--- src/sv/pctf_pkg.sv ---
// ----------------------------------------------------------------------------
// pctf_pkg
// Shared types and constants of the pulse-count temperature filter.
// ----------------------------------------------------------------------------
package pctf_pkg;

  localparam int unsigned COUNT_BITS_DEF  = 16;
  localparam int unsigned EXTRA_FRAC_DEF  = 8;

  localparam int unsigned IN_FIELD_W = 16;
  localparam int unsigned CFG_W      = 16;
  localparam int unsigned TEMP_W     = 25;
  localparam int unsigned WEIGHT_W   = 16;

  localparam logic [CFG_W-1:0] TIMEOUT_RST = 16'd100;
  localparam logic [CFG_W-1:0] MIN_CNT_RST = 16'd10;
  localparam logic [CFG_W-1:0] WEIGHT_RST  = 16'd3277;

  // count offset for 0 degC, sample scale (1/16 degC per count -> 1/4096 units)
  localparam int unsigned COUNT_OFFSET = 800;
  localparam int unsigned SAMPLE_SHIFT = 8;
  localparam int unsigned SAMPLE_MAX   = 16777215;
  localparam int unsigned DIFF_SAT     = 65535;
  localparam int unsigned ROUND_HALF   = 32768;
  localparam int unsigned WEIGHT_FRAC  = 16;

  typedef enum logic [1:0] {
    CFG_TIMEOUT   = 2'd0,
    CFG_MIN_COUNT = 2'd1,
    CFG_WEIGHT    = 2'd2
  } cfg_idx_e;

  typedef struct packed {
    logic clear;
    logic sample_en;
    logic raised;
    logic fault_active;
  } pctf_ctrl_t;

endpackage

--- src/sv/pctf_detect.sv ---
// ----------------------------------------------------------------------------
// pctf_detect
// Stable-count detection, no-pulse tick counter and fault latch.
// ----------------------------------------------------------------------------
module pctf_detect
  import pctf_pkg::*;
#(
  parameter int unsigned COUNT_BITS = COUNT_BITS_DEF
) (
  input  logic                  clk_i,
  input  logic                  rst_ni,
  input  logic                  en_i,
  input  logic [COUNT_BITS-1:0] count_i,
  input  logic [CFG_W-1:0]      timeout_i,
  input  logic [CFG_W-1:0]      min_count_i,
  output pctf_ctrl_t            ctrl_o
);

  localparam int unsigned MW = (COUNT_BITS > CFG_W) ? COUNT_BITS : CFG_W;

  logic [COUNT_BITS-1:0] last_q, last_d;
  logic [CFG_W-1:0]      zero_q, zero_d;
  logic                  fault_q, fault_d;
  logic                  is_zero;
  logic                  stable;
  logic                  above_min;
  logic                  raised;

  assign is_zero   = (count_i == '0);
  assign stable    = !is_zero && (last_q == count_i);
  assign above_min = MW'(count_i) > MW'(min_count_i);

  always_comb begin
    zero_d  = zero_q;
    fault_d = fault_q;
    raised  = 1'b0;
    if (is_zero) begin
      if (zero_q < timeout_i) begin
        zero_d = zero_q + CFG_W'(1);
      end
      if ((zero_d >= timeout_i) && !fault_q) begin
        fault_d = 1'b1;
        raised  = 1'b1;
      end
    end else begin
      zero_d  = '0;
      fault_d = 1'b0;
    end
  end

  assign last_d = count_i;

  always_ff @(posedge clk_i or negedge rst_ni) begin
    if (!rst_ni) begin
      last_q  <= '0;
      zero_q  <= '0;
      fault_q <= 1'b0;
    end else if (en_i) begin
      last_q  <= last_d;
      zero_q  <= zero_d;
      fault_q <= fault_d;
    end
  end

  assign ctrl_o.clear        = stable;
  assign ctrl_o.sample_en    = stable && above_min;
  assign ctrl_o.raised       = raised;
  assign ctrl_o.fault_active = fault_d;

endmodule

--- src/sv/pctf_ema.sv ---
// ----------------------------------------------------------------------------
// pctf_ema
// Count-to-temperature conversion and exponential filter with rounding.
// ----------------------------------------------------------------------------
module pctf_ema
  import pctf_pkg::*;
#(
  parameter int unsigned COUNT_BITS = COUNT_BITS_DEF,
  parameter int unsigned EXTRA_FRACTION_BITS = EXTRA_FRAC_DEF
) (
  input  logic                     clk_i,
  input  logic                     rst_ni,
  input  logic                     en_i,
  input  logic                     sample_en_i,
  input  logic [COUNT_BITS-1:0]    count_i,
  input  logic [WEIGHT_W-1:0]      weight_i,
  output logic signed [TEMP_W-1:0] temp_o
);

  localparam int unsigned DW   = ((COUNT_BITS > 17) ? COUNT_BITS : 17) + 2;
  localparam int unsigned FW   = TEMP_W + 1 + EXTRA_FRACTION_BITS;
  localparam int unsigned PW   = FW + 1 + WEIGHT_W + 1;
  localparam int unsigned HALF = (EXTRA_FRACTION_BITS > 0) ?
                                 (1 << (EXTRA_FRACTION_BITS - 1)) : 0;

  logic signed [FW-1:0]     filt_q, filt_d;
  logic                     have_q, have_d;
  logic signed [DW-1:0]     diff;
  logic signed [TEMP_W-1:0] samp_base;
  logic signed [FW-1:0]     samp;
  logic signed [FW:0]       delta;
  logic signed [PW-1:0]     prod;
  logic signed [PW-1:0]     step;
  logic signed [FW-1:0]     rounded;

  assign diff = $signed({1'b0, (DW-1)'(count_i)}) - $signed(DW'(COUNT_OFFSET));

  always_comb begin
    if (diff > $signed(DW'(DIFF_SAT))) begin
      samp_base = TEMP_W'(SAMPLE_MAX);
    end else begin
      samp_base = $signed({diff[TEMP_W-SAMPLE_SHIFT-1:0], SAMPLE_SHIFT'(0)});
    end
  end

  assign samp  = FW'(samp_base) <<< EXTRA_FRACTION_BITS;
  assign delta = (FW+1)'(samp) - (FW+1)'(filt_q);
  assign prod  = PW'(delta) * $signed({1'b0, weight_i});
  assign step  = (prod + $signed(PW'(ROUND_HALF))) >>> WEIGHT_FRAC;

  always_comb begin
    filt_d = filt_q;
    have_d = have_q;
    if (sample_en_i) begin
      have_d = 1'b1;
      if (!have_q) begin
        filt_d = samp;
      end else begin
        filt_d = filt_q + step[FW-1:0];
      end
    end
  end

  always_ff @(posedge clk_i or negedge rst_ni) begin
    if (!rst_ni) begin
      filt_q <= '0;
      have_q <= 1'b0;
    end else if (en_i) begin
      filt_q <= filt_d;
      have_q <= have_d;
    end
  end

  assign rounded = (filt_d + $signed(FW'(HALF))) >>> EXTRA_FRACTION_BITS;
  assign temp_o  = rounded[TEMP_W-1:0];

endmodule

--- src/sv/pulse_count_temperature_filter.sv ---
// ----------------------------------------------------------------------------
// pulse_count_temperature_filter
// Poll-tick pulse counter monitor with no-pulse fault and filtered temperature.
// ----------------------------------------------------------------------------
// One request per poll tick carries the sampled pulse count; each request
// yields exactly one result. The block takes a request every cycle unless
// stalled: a request waits in the input register, the detect and filter
// logic updates the state as it advances, and the result lands in the
// output register, so throughput is one request per cycle whenever the
// output side keeps up. Temperature is two's complement in 1/4096 degC and
// repeats the last filtered value on ticks without a new one (zero before the
// first). Configuration writes take effect on the next processed request.
module pulse_count_temperature_filter
  import pctf_pkg::*;
#(
  parameter int unsigned COUNT_BITS = COUNT_BITS_DEF,
  parameter int unsigned EXTRA_FRACTION_BITS = EXTRA_FRAC_DEF
) (
  input  logic              clk_i,
  input  logic              rst_ni,
  input  logic              s_axis_tvalid,
  output logic              s_axis_tready,
  input  logic [15:0]       s_axis_tdata,   // [15:0] pulse_count
  output logic              m_axis_tvalid,
  input  logic              m_axis_tready,
  output logic [31:0]       m_axis_tdata,   // [0] clear_counter, [25:1] temperature,
                                            // [26] fault_raised, [27] fault_active
  output logic              m_axis_tuser,   // [0] temp_valid
  input  logic              cfg_we_i,
  input  logic [1:0]        cfg_idx_i,
  input  logic [CFG_W-1:0]  cfg_wdata_i
);

  logic [CFG_W-1:0]      timeout_q, min_cnt_q, weight_q;
  logic                  in_valid_q;
  logic [COUNT_BITS-1:0] count_q;
  logic                  advance;
  pctf_ctrl_t            ctrl;
  logic signed [TEMP_W-1:0] temp;

  logic                     out_valid_q;
  logic                     o_clear_q, o_tvalid_q, o_raised_q, o_active_q;
  logic signed [TEMP_W-1:0] o_temp_q;

  always_ff @(posedge clk_i or negedge rst_ni) begin
    if (!rst_ni) begin
      timeout_q <= TIMEOUT_RST;
      min_cnt_q <= MIN_CNT_RST;
      weight_q  <= WEIGHT_RST;
    end else if (cfg_we_i) begin
      unique case (cfg_idx_e'(cfg_idx_i))
        CFG_TIMEOUT:   timeout_q <= cfg_wdata_i;
        CFG_MIN_COUNT: min_cnt_q <= cfg_wdata_i;
        CFG_WEIGHT:    weight_q  <= cfg_wdata_i;
        default: ;
      endcase
    end
  end

  assign advance       = in_valid_q && (!out_valid_q || m_axis_tready);
  assign s_axis_tready = !in_valid_q || advance;

  always_ff @(posedge clk_i or negedge rst_ni) begin
    if (!rst_ni) begin
      in_valid_q <= 1'b0;
    end else if (s_axis_tready) begin
      in_valid_q <= s_axis_tvalid;
    end
  end

  always_ff @(posedge clk_i) begin
    if (s_axis_tready && s_axis_tvalid) begin
      count_q <= COUNT_BITS'(s_axis_tdata);
    end
  end

  pctf_detect #(
    .COUNT_BITS (COUNT_BITS)
  ) u_detect (
    .clk_i       (clk_i),
    .rst_ni      (rst_ni),
    .en_i        (advance),
    .count_i     (count_q),
    .timeout_i   (timeout_q),
    .min_count_i (min_cnt_q),
    .ctrl_o      (ctrl)
  );

  pctf_ema #(
    .COUNT_BITS          (COUNT_BITS),
    .EXTRA_FRACTION_BITS (EXTRA_FRACTION_BITS)
  ) u_ema (
    .clk_i       (clk_i),
    .rst_ni      (rst_ni),
    .en_i        (advance),
    .sample_en_i (ctrl.sample_en),
    .count_i     (count_q),
    .weight_i    (weight_q),
    .temp_o      (temp)
  );

  always_ff @(posedge clk_i or negedge rst_ni) begin
    if (!rst_ni) begin
      out_valid_q <= 1'b0;
    end else if (advance) begin
      out_valid_q <= 1'b1;
    end else if (m_axis_tready) begin
      out_valid_q <= 1'b0;
    end
  end

  always_ff @(posedge clk_i) begin
    if (advance) begin
      o_clear_q  <= ctrl.clear;
      o_tvalid_q <= ctrl.sample_en;
      o_raised_q <= ctrl.raised;
      o_active_q <= ctrl.fault_active;
      o_temp_q   <= temp;
    end
  end

  assign m_axis_tvalid = out_valid_q;
  assign m_axis_tuser  = o_tvalid_q;
  assign m_axis_tdata  = {4'd0, o_active_q, o_raised_q, o_temp_q, o_clear_q};

  a_raise_implies_active: assert property (@(posedge clk_i) disable iff (!rst_ni)
    out_valid_q && o_raised_q |-> o_active_q)
    else $error("fault raised without latched fault");

  a_temp_needs_clear: assert property (@(posedge clk_i) disable iff (!rst_ni)
    out_valid_q && o_tvalid_q |-> o_clear_q)
    else $error("temperature published on an unstable count");

  a_stall_holds_input: assert property (@(posedge clk_i) disable iff (!rst_ni)
    in_valid_q && !advance |=> in_valid_q && $stable(count_q))
    else $error("stalled request lost");

  a_advance_fills_out: assert property (@(posedge clk_i) disable iff (!rst_ni)
    advance |=> out_valid_q)
    else $error("processed request produced no result");

endmodule
--- config.mk ---
export PLATFORM = sky130hd
export DESIGN_NAME = pulse_count_temperature_filter
export DESIGN_NICKNAME = d
export VERILOG_FILES = /design/src/sv/pctf_pkg.sv /design/src/sv/pctf_detect.sv /design/src/sv/pctf_ema.sv /design/src/sv/pulse_count_temperature_filter.sv
export SDC_FILE = /design/constraint.sdc
export NUM_CORES = 2
export LEC_CHECK = 0
export ABC_AREA = 1
export BUFFER_PORTS_ARGS = -buffer_cell sky130_fd_sc_hd__buf_4
export CORE_MARGIN = 5
export CORE_UTILIZATION = 61
export DETAILED_ROUTE_END_ITERATION = 8
export PLACE_DENSITY = 0.78
export SLEW_MARGIN = 10
export SYNTH_ARGS = -nofsm -noshare
export SYNTH_HDL_FRONTEND = slang
export SYNTH_HIERARCHICAL = 1
export SYNTH_SLANG_ARGS = --single-unit
--- constraint.sdc ---
create_clock -name clk_i -period 11.62 [get_ports clk_i]
set_input_delay 0.581 -clock clk_i [delete_from_list [all_inputs] [get_ports clk_i]]
set_output_delay 0.581 -clock clk_i [all_outputs]
set_load 0.05 [all_outputs]
# After elaboration in Yosys (flattened, before gate mapping)
# Index checks and enable logic that the tools add are counted.
# Widths: inputs -> output; s select.
[op_classes] order_cmp=4 reduce_logical=18 n_mul=1 n_mux=11 addsub=6 eq_ne=3
[ops] cell="$mux 34" count=2
[ops] cell="$add 50x17->50 const B" count=1
[ops] cell="$mul 35x17->50" count=1
[ops] cell="$mux 16" count=3
[ops] cell="$sub 33x34->35" count=1
[ops] cell="$add 34x34->34" count=1
[ops] cell="$add 33x9->33 const B" count=1
[ops] cell="$mux 25" count=1
[ops] cell="$gt 19x17->1 const B" count=1
[ops] cell="$sub 16x10->17 const B" count=1
[ops] cell="$add 16x1->16 const B" count=1
[ops] cell="$eq 16x16->1" count=1
[ops] cell="$ge 16x16->1" count=1
[ops] cell="$gt 16x16->1" count=1
[ops] cell="$logic_not 16->1" count=1
[ops] cell="$lt 16x16->1" count=1
[ops] cell="$reduce_and 2->1" count=4
[ops] cell="$logic_and 1x1->1" count=5
[ops] cell="$mux 1" count=5
[ops] cell="$logic_not 1->1" count=4
[ops] cell="$eq 2x1->1 const B" count=1
[ops] cell="$eq 2x2->1 const B" count=1
[ops] cell="$logic_not 2->1" count=1
[ops] cell="$logic_or 1x1->1" count=2
[ops] cell="$reduce_bool 2->1" count=1
[word_totals] elab_cells=59 register_bits=163 input_bits=39

# Logic depth before layout (Yosys ltp)
[depth] depth_word=10 mapped_depth=62

# By module
# Netlist, hierarchy kept.
[by_module_without_submodules] mod="pctf_ema" area_per_inst_um2=27058.5 instances=1 cells_per_inst=3830
[by_module_without_submodules] mod="pulse_count_temperature_filter" area_per_inst_um2=3553.4 instances=1 cells_per_inst=278
[by_module_without_submodules] mod="pctf_detect" area_per_inst_um2=3412.0 instances=1 cells_per_inst=518

# Least setup slack after synthesis
# No wires, ideal clock.
[synth_timing] path_type="register to register" startpoint="register count_q[5]" endpoint="register o_temp_q[24] (data pin)" arrival_ns=9.010 stages_incl_launch_ff=54 synth_period_minus_slack_ns=9.263 setup_time_ns=0.253 n_path_buf=1 required_ns=11.367 slack_ns=2.357 cell_sequence="edfxtp_1 -> inv_1 -> ha_1 -> a21oi_1 -> nand2_1 -> nand3_1 -> xor2_1 -> inv_1 -> ha_1 -> inv_1 -> nor3_1 -> nand2_1 -> o221a_2 -> nand3_1 -> xor2_1 -> buf_2 -> nor2_1 -> fa_1 -> (+18 left out) -> xor2_1 -> ha_1 -> nand2_1 -> nor2_1 -> inv_1 -> nor3_1 -> and2_1 -> nand2_1 -> nand3_1 -> nand3_1 -> nand2_1 -> nand2_2 -> nor2_1 -> nand2_1 -> nor2_1 -> nand3_1 -> nand2_1 -> nand2_1"
[synth_between] elab_chain_cells=10 elab_cells_between_ends=16 classes_between="add/sub (5); mul (1); order compare (2); eq/ne (1); mux (3); reduce/logical (4)"
[synth_lines] element="from (decl)" line_no="pulse_count_temperature_filter.sv:36" source="logic [COUNT_BITS-1:0] count_q;"
[synth_lines] element="from (signal assigned)" line_no="pulse_count_temperature_filter.sv:73" source="count_q <= COUNT_BITS'(s_axis_tdata);"
[synth_lines] element="$sub 16x10->17" line_no="pctf_ema.sv:36" source="assign diff = $signed({1'b0, (DW-1)'(count_i)}) - $signed(DW'(COUNT_OFFSET));"
[synth_lines] element="$gt 19x17->1" line_no="pctf_ema.sv:39" source="if (diff > $signed(DW'(DIFF_SAT))) begin"
[synth_lines] element="$mux 25" line_no="pctf_ema.sv:39"
[synth_lines] element="$sub 33x34->35" line_no="pctf_ema.sv:47" source="assign delta = (FW+1)'(samp) - (FW+1)'(filt_q);"
[synth_lines] element="$mul 35x17->50" line_no="pctf_ema.sv:48" source="assign prod = PW'(delta) * $signed({1'b0, weight_i});"
[synth_lines] element="$add 50x17->50" line_no="pctf_ema.sv:49" source="assign step = (prod + $signed(PW'(ROUND_HALF))) >>> WEIGHT_FRAC;"
[synth_lines] element="$add 34x34->34" line_no="pctf_ema.sv:59" source="filt_d = filt_q + step[FW-1:0];"
[synth_lines] element="$mux 34" line_no="pctf_ema.sv:56" source="if (!have_q) begin"
[synth_lines] element="$mux 34 (*)" line_no="pctf_ema.sv:54" source="if (sample_en_i) begin"
[synth_lines] element="$add 33x9->33 (*)" line_no="pctf_ema.sv:74" source="assign rounded = (filt_d + $signed(FW'(HALF))) >>> EXTRA_FRACTION_BITS;"
[synth_lines] element="named net temp[24]" line_no="pulse_count_temperature_filter.sv:39" source="logic signed [TEMP_W-1:0] temp;"
[synth_lines] element="to (signal assigned)" line_no="pulse_count_temperature_filter.sv:118" source="o_temp_q <= temp;"
[synth_lines] element="to (decl)" line_no="pulse_count_temperature_filter.sv:43" source="logic signed [TEMP_W-1:0] o_temp_q;"
# The timed path passes the listed nets; every way through them passes the cells marked *.
# A chain may end at the register's enable or synchronous reset.

# Worst setup path after layout
# Same ends and word-level chain as after synthesis.

==> reports/qor.txt <==
Status: completed
Die Wd: 246 microns
Drt via density: 5.49
TritonRoute pass-1 iters: 5
Crit Path Class: reg2reg
Die Area: 60600 sq um
Vias in the first global route: 30320
Worst EP arrival: 11.13 ns
Max FO, Critical Path: 6
Worst Skew: 0.0195 ns
Post-DR wirelength/cell: 18.6 microns
FP Rows: 86
Crit path top cell by count: inv_1
CTS tree: done
Hold WC Path Type: in2async
Average size of a mapped cell: 7.35 sq um
Fin. Hold Viols: 0
Num CTS Buffers: 17
Startpoint types: flop
Max Freq: 0.0917 GHz
Final antenna-violating net count: 0
Tcrit/Tclk final: 93.9%
Die Y: 246 microns
Synth Instances: 4626
Post-synth ARST share: 72.4%
Total negative slack: 0 ns
IO buf count: 69
TritonCTS Sinks: 163
RSZ-0062 raised after global routing: false
Initial DRC count: 2310
#FFs+latches synth: 163
CTS H-tree lvls: 4
Vias: 29852
Post-DP HPWL: 84300 microns
Synth cell types: 66
CTS root buf: clkbuf_16
Final nets: 5490
Slowest cell on crit path: fa_1
DRC viols: 0
Post-synth EDFFs: 45
I/O pin cnt: 74
Largest net degree at the start of global routing: 65
First-pass GRT wire length: 161000 microns
Initial antenna violation count: 1
CP peak stage delay: 0.56 ns
Worst EP required: 11.84 ns
Yosys Warn Count: 6
Max-slew violation count: 0
Area grow syn2layout: 6.10%
Most common cell after layout, fill and taps aside: inv_1
Sequential-to-total area share from yosys stat: 12.7%
Final min period: 10.91 ns
Most frequent cells in the layout: inv_1, nand2_1, fa_1, nor2_1, ha_1
Number of diodes: 0
Synthesized cell area: 34000 sq um
GP Congestion: 1.04
Share of layout cells above drive strength 1: 7.04%
Crit path capture type: flop
Starting Density: 61.6%
Max Cap Viol: 0
Clk_lat worst skew: 0.46 ns
Reg clk slew, reported paths: 0.08 ns
CORE AREA: 55200 sq um
Max_slew headroom: 12.2%
Gr usage total: 34.0%
Slew @ Worst Pin: 1.31 ns
Hold_buf cts: 0
Grt ovf: 0
Layout fillers: 4912
Clk buf depth: 2
Post-Route WL: 101000 microns
Final setup fails: 0
Primary FF master, synth: dfrtp_1
-- cell type report --
type	count	area (sq um)	share of cell area [%]
clock buffers	18	429	1.19
clock inverters	14	161	0.447
inverters	1167	4390	12.2
multi-input cells	3185	24800	68.8
flip-flops and latches	163	4320	12.0
well taps	748	936	2.59
repair buffers	138	1040	2.87
-- cells by family (layout without fill, tap and decap cells) --
family	after synthesis	count (layout)	synth area share [%]
DFF	163	163	12.7
buffers and inverters	1291	1337	14.7
xor gates and xnor gates	106	106	2.89
other	2	15	0.0221
adders and majority gates	779	779	40.1
AOI/OAI and AO/OA	309	309	5.11
and+or+nand+nor	1976	1976	24.5
-- final timing paths --
path                            startpoint                   to  slack [ns]  depth (start not counted)
max                             count_q[5]         o_temp_q[24]        0.71                         53
min                                 rst_ni  u_detect/zero_q[10]        0.22                          1
max reg2reg                     count_q[5]         o_temp_q[24]        0.71                         53
min reg2reg                   timeout_q[5]         timeout_q[5]        0.47                          2
max in group asynchronous           rst_ni      u_ema/filt_q[1]       10.02                          2
min in group clk_i         s_axis_tdata[9]           count_q[9]        0.30                          1
-- Yosys cell counts (24+ instances only) --
master	count	area [sq um]
edfxtp_1	45	1350
or2_2	30	188
clkbuf_1	69	259
nand2_1	1040	3900
dfrtp_1	106	2650
o22ai_1	32	200
fa_1	519	10400
o21ai_0	79	395
ha_1	260	3250
xor2_1	54	473
nor3_1	24	120
nand4_1	70	438
nand3_1	209	1050
nor2_1	515	1930
inv_1	1137	4270
xnor2_1	46	403
a21oi_1	148	741
-- stage by stage --
stage	util, %	setup WS, ns	instance area (sq um)	hold WS (ns)	instances
floorplan	-	2.36	34100	0.285	4639
global placement	64.0	0.281	35300	0.451	5387
detailed placement	64.0	0.289	35300	0.455	5387
CTS	65.1	0.226	35900	0.237	5419
global route	65.4	0.0660	36100	0.277	5433
finish	65.4	0.710	36100	0.222	5433
-- worst max-delay path, delay by kind of cell, from the launching register on --
family	cells	cell delay [ns]
xor gates and xnor gates	2	0.38
AOI/OAI and AO/OA	4	1.01
DFF	1	0.45
and+or+nand+nor	21	2.89
adders and majority gates	10	4.41
buffers and inverters	16	1.49
-- layer usage --
metal	track usage, %	part of all wire [%]
met1	44.2	39
met2	56.3	47
met3	4.88	8.0
met4	16.1	5.7
met5	0	0
-- what timing repair did --
action	CTS	global route
gates resized for setup	0	18
endpoints found under the setup margin	0	10
buffers inserted	0	14
-- sequential cells by signal, summed over array words and instances (netlist names), 16 cells and up --
signal,count
count_q,16
min_cnt_q,16
o_temp_q,25
timeout_q,16
u_detect/last_q,16
u_detect/zero_q,16
u_ema/filt_q,34
weight_q,16
Power is not shown: default switching activity piles up to over one toggle a cycle in this logic, so the estimate is an artifact.
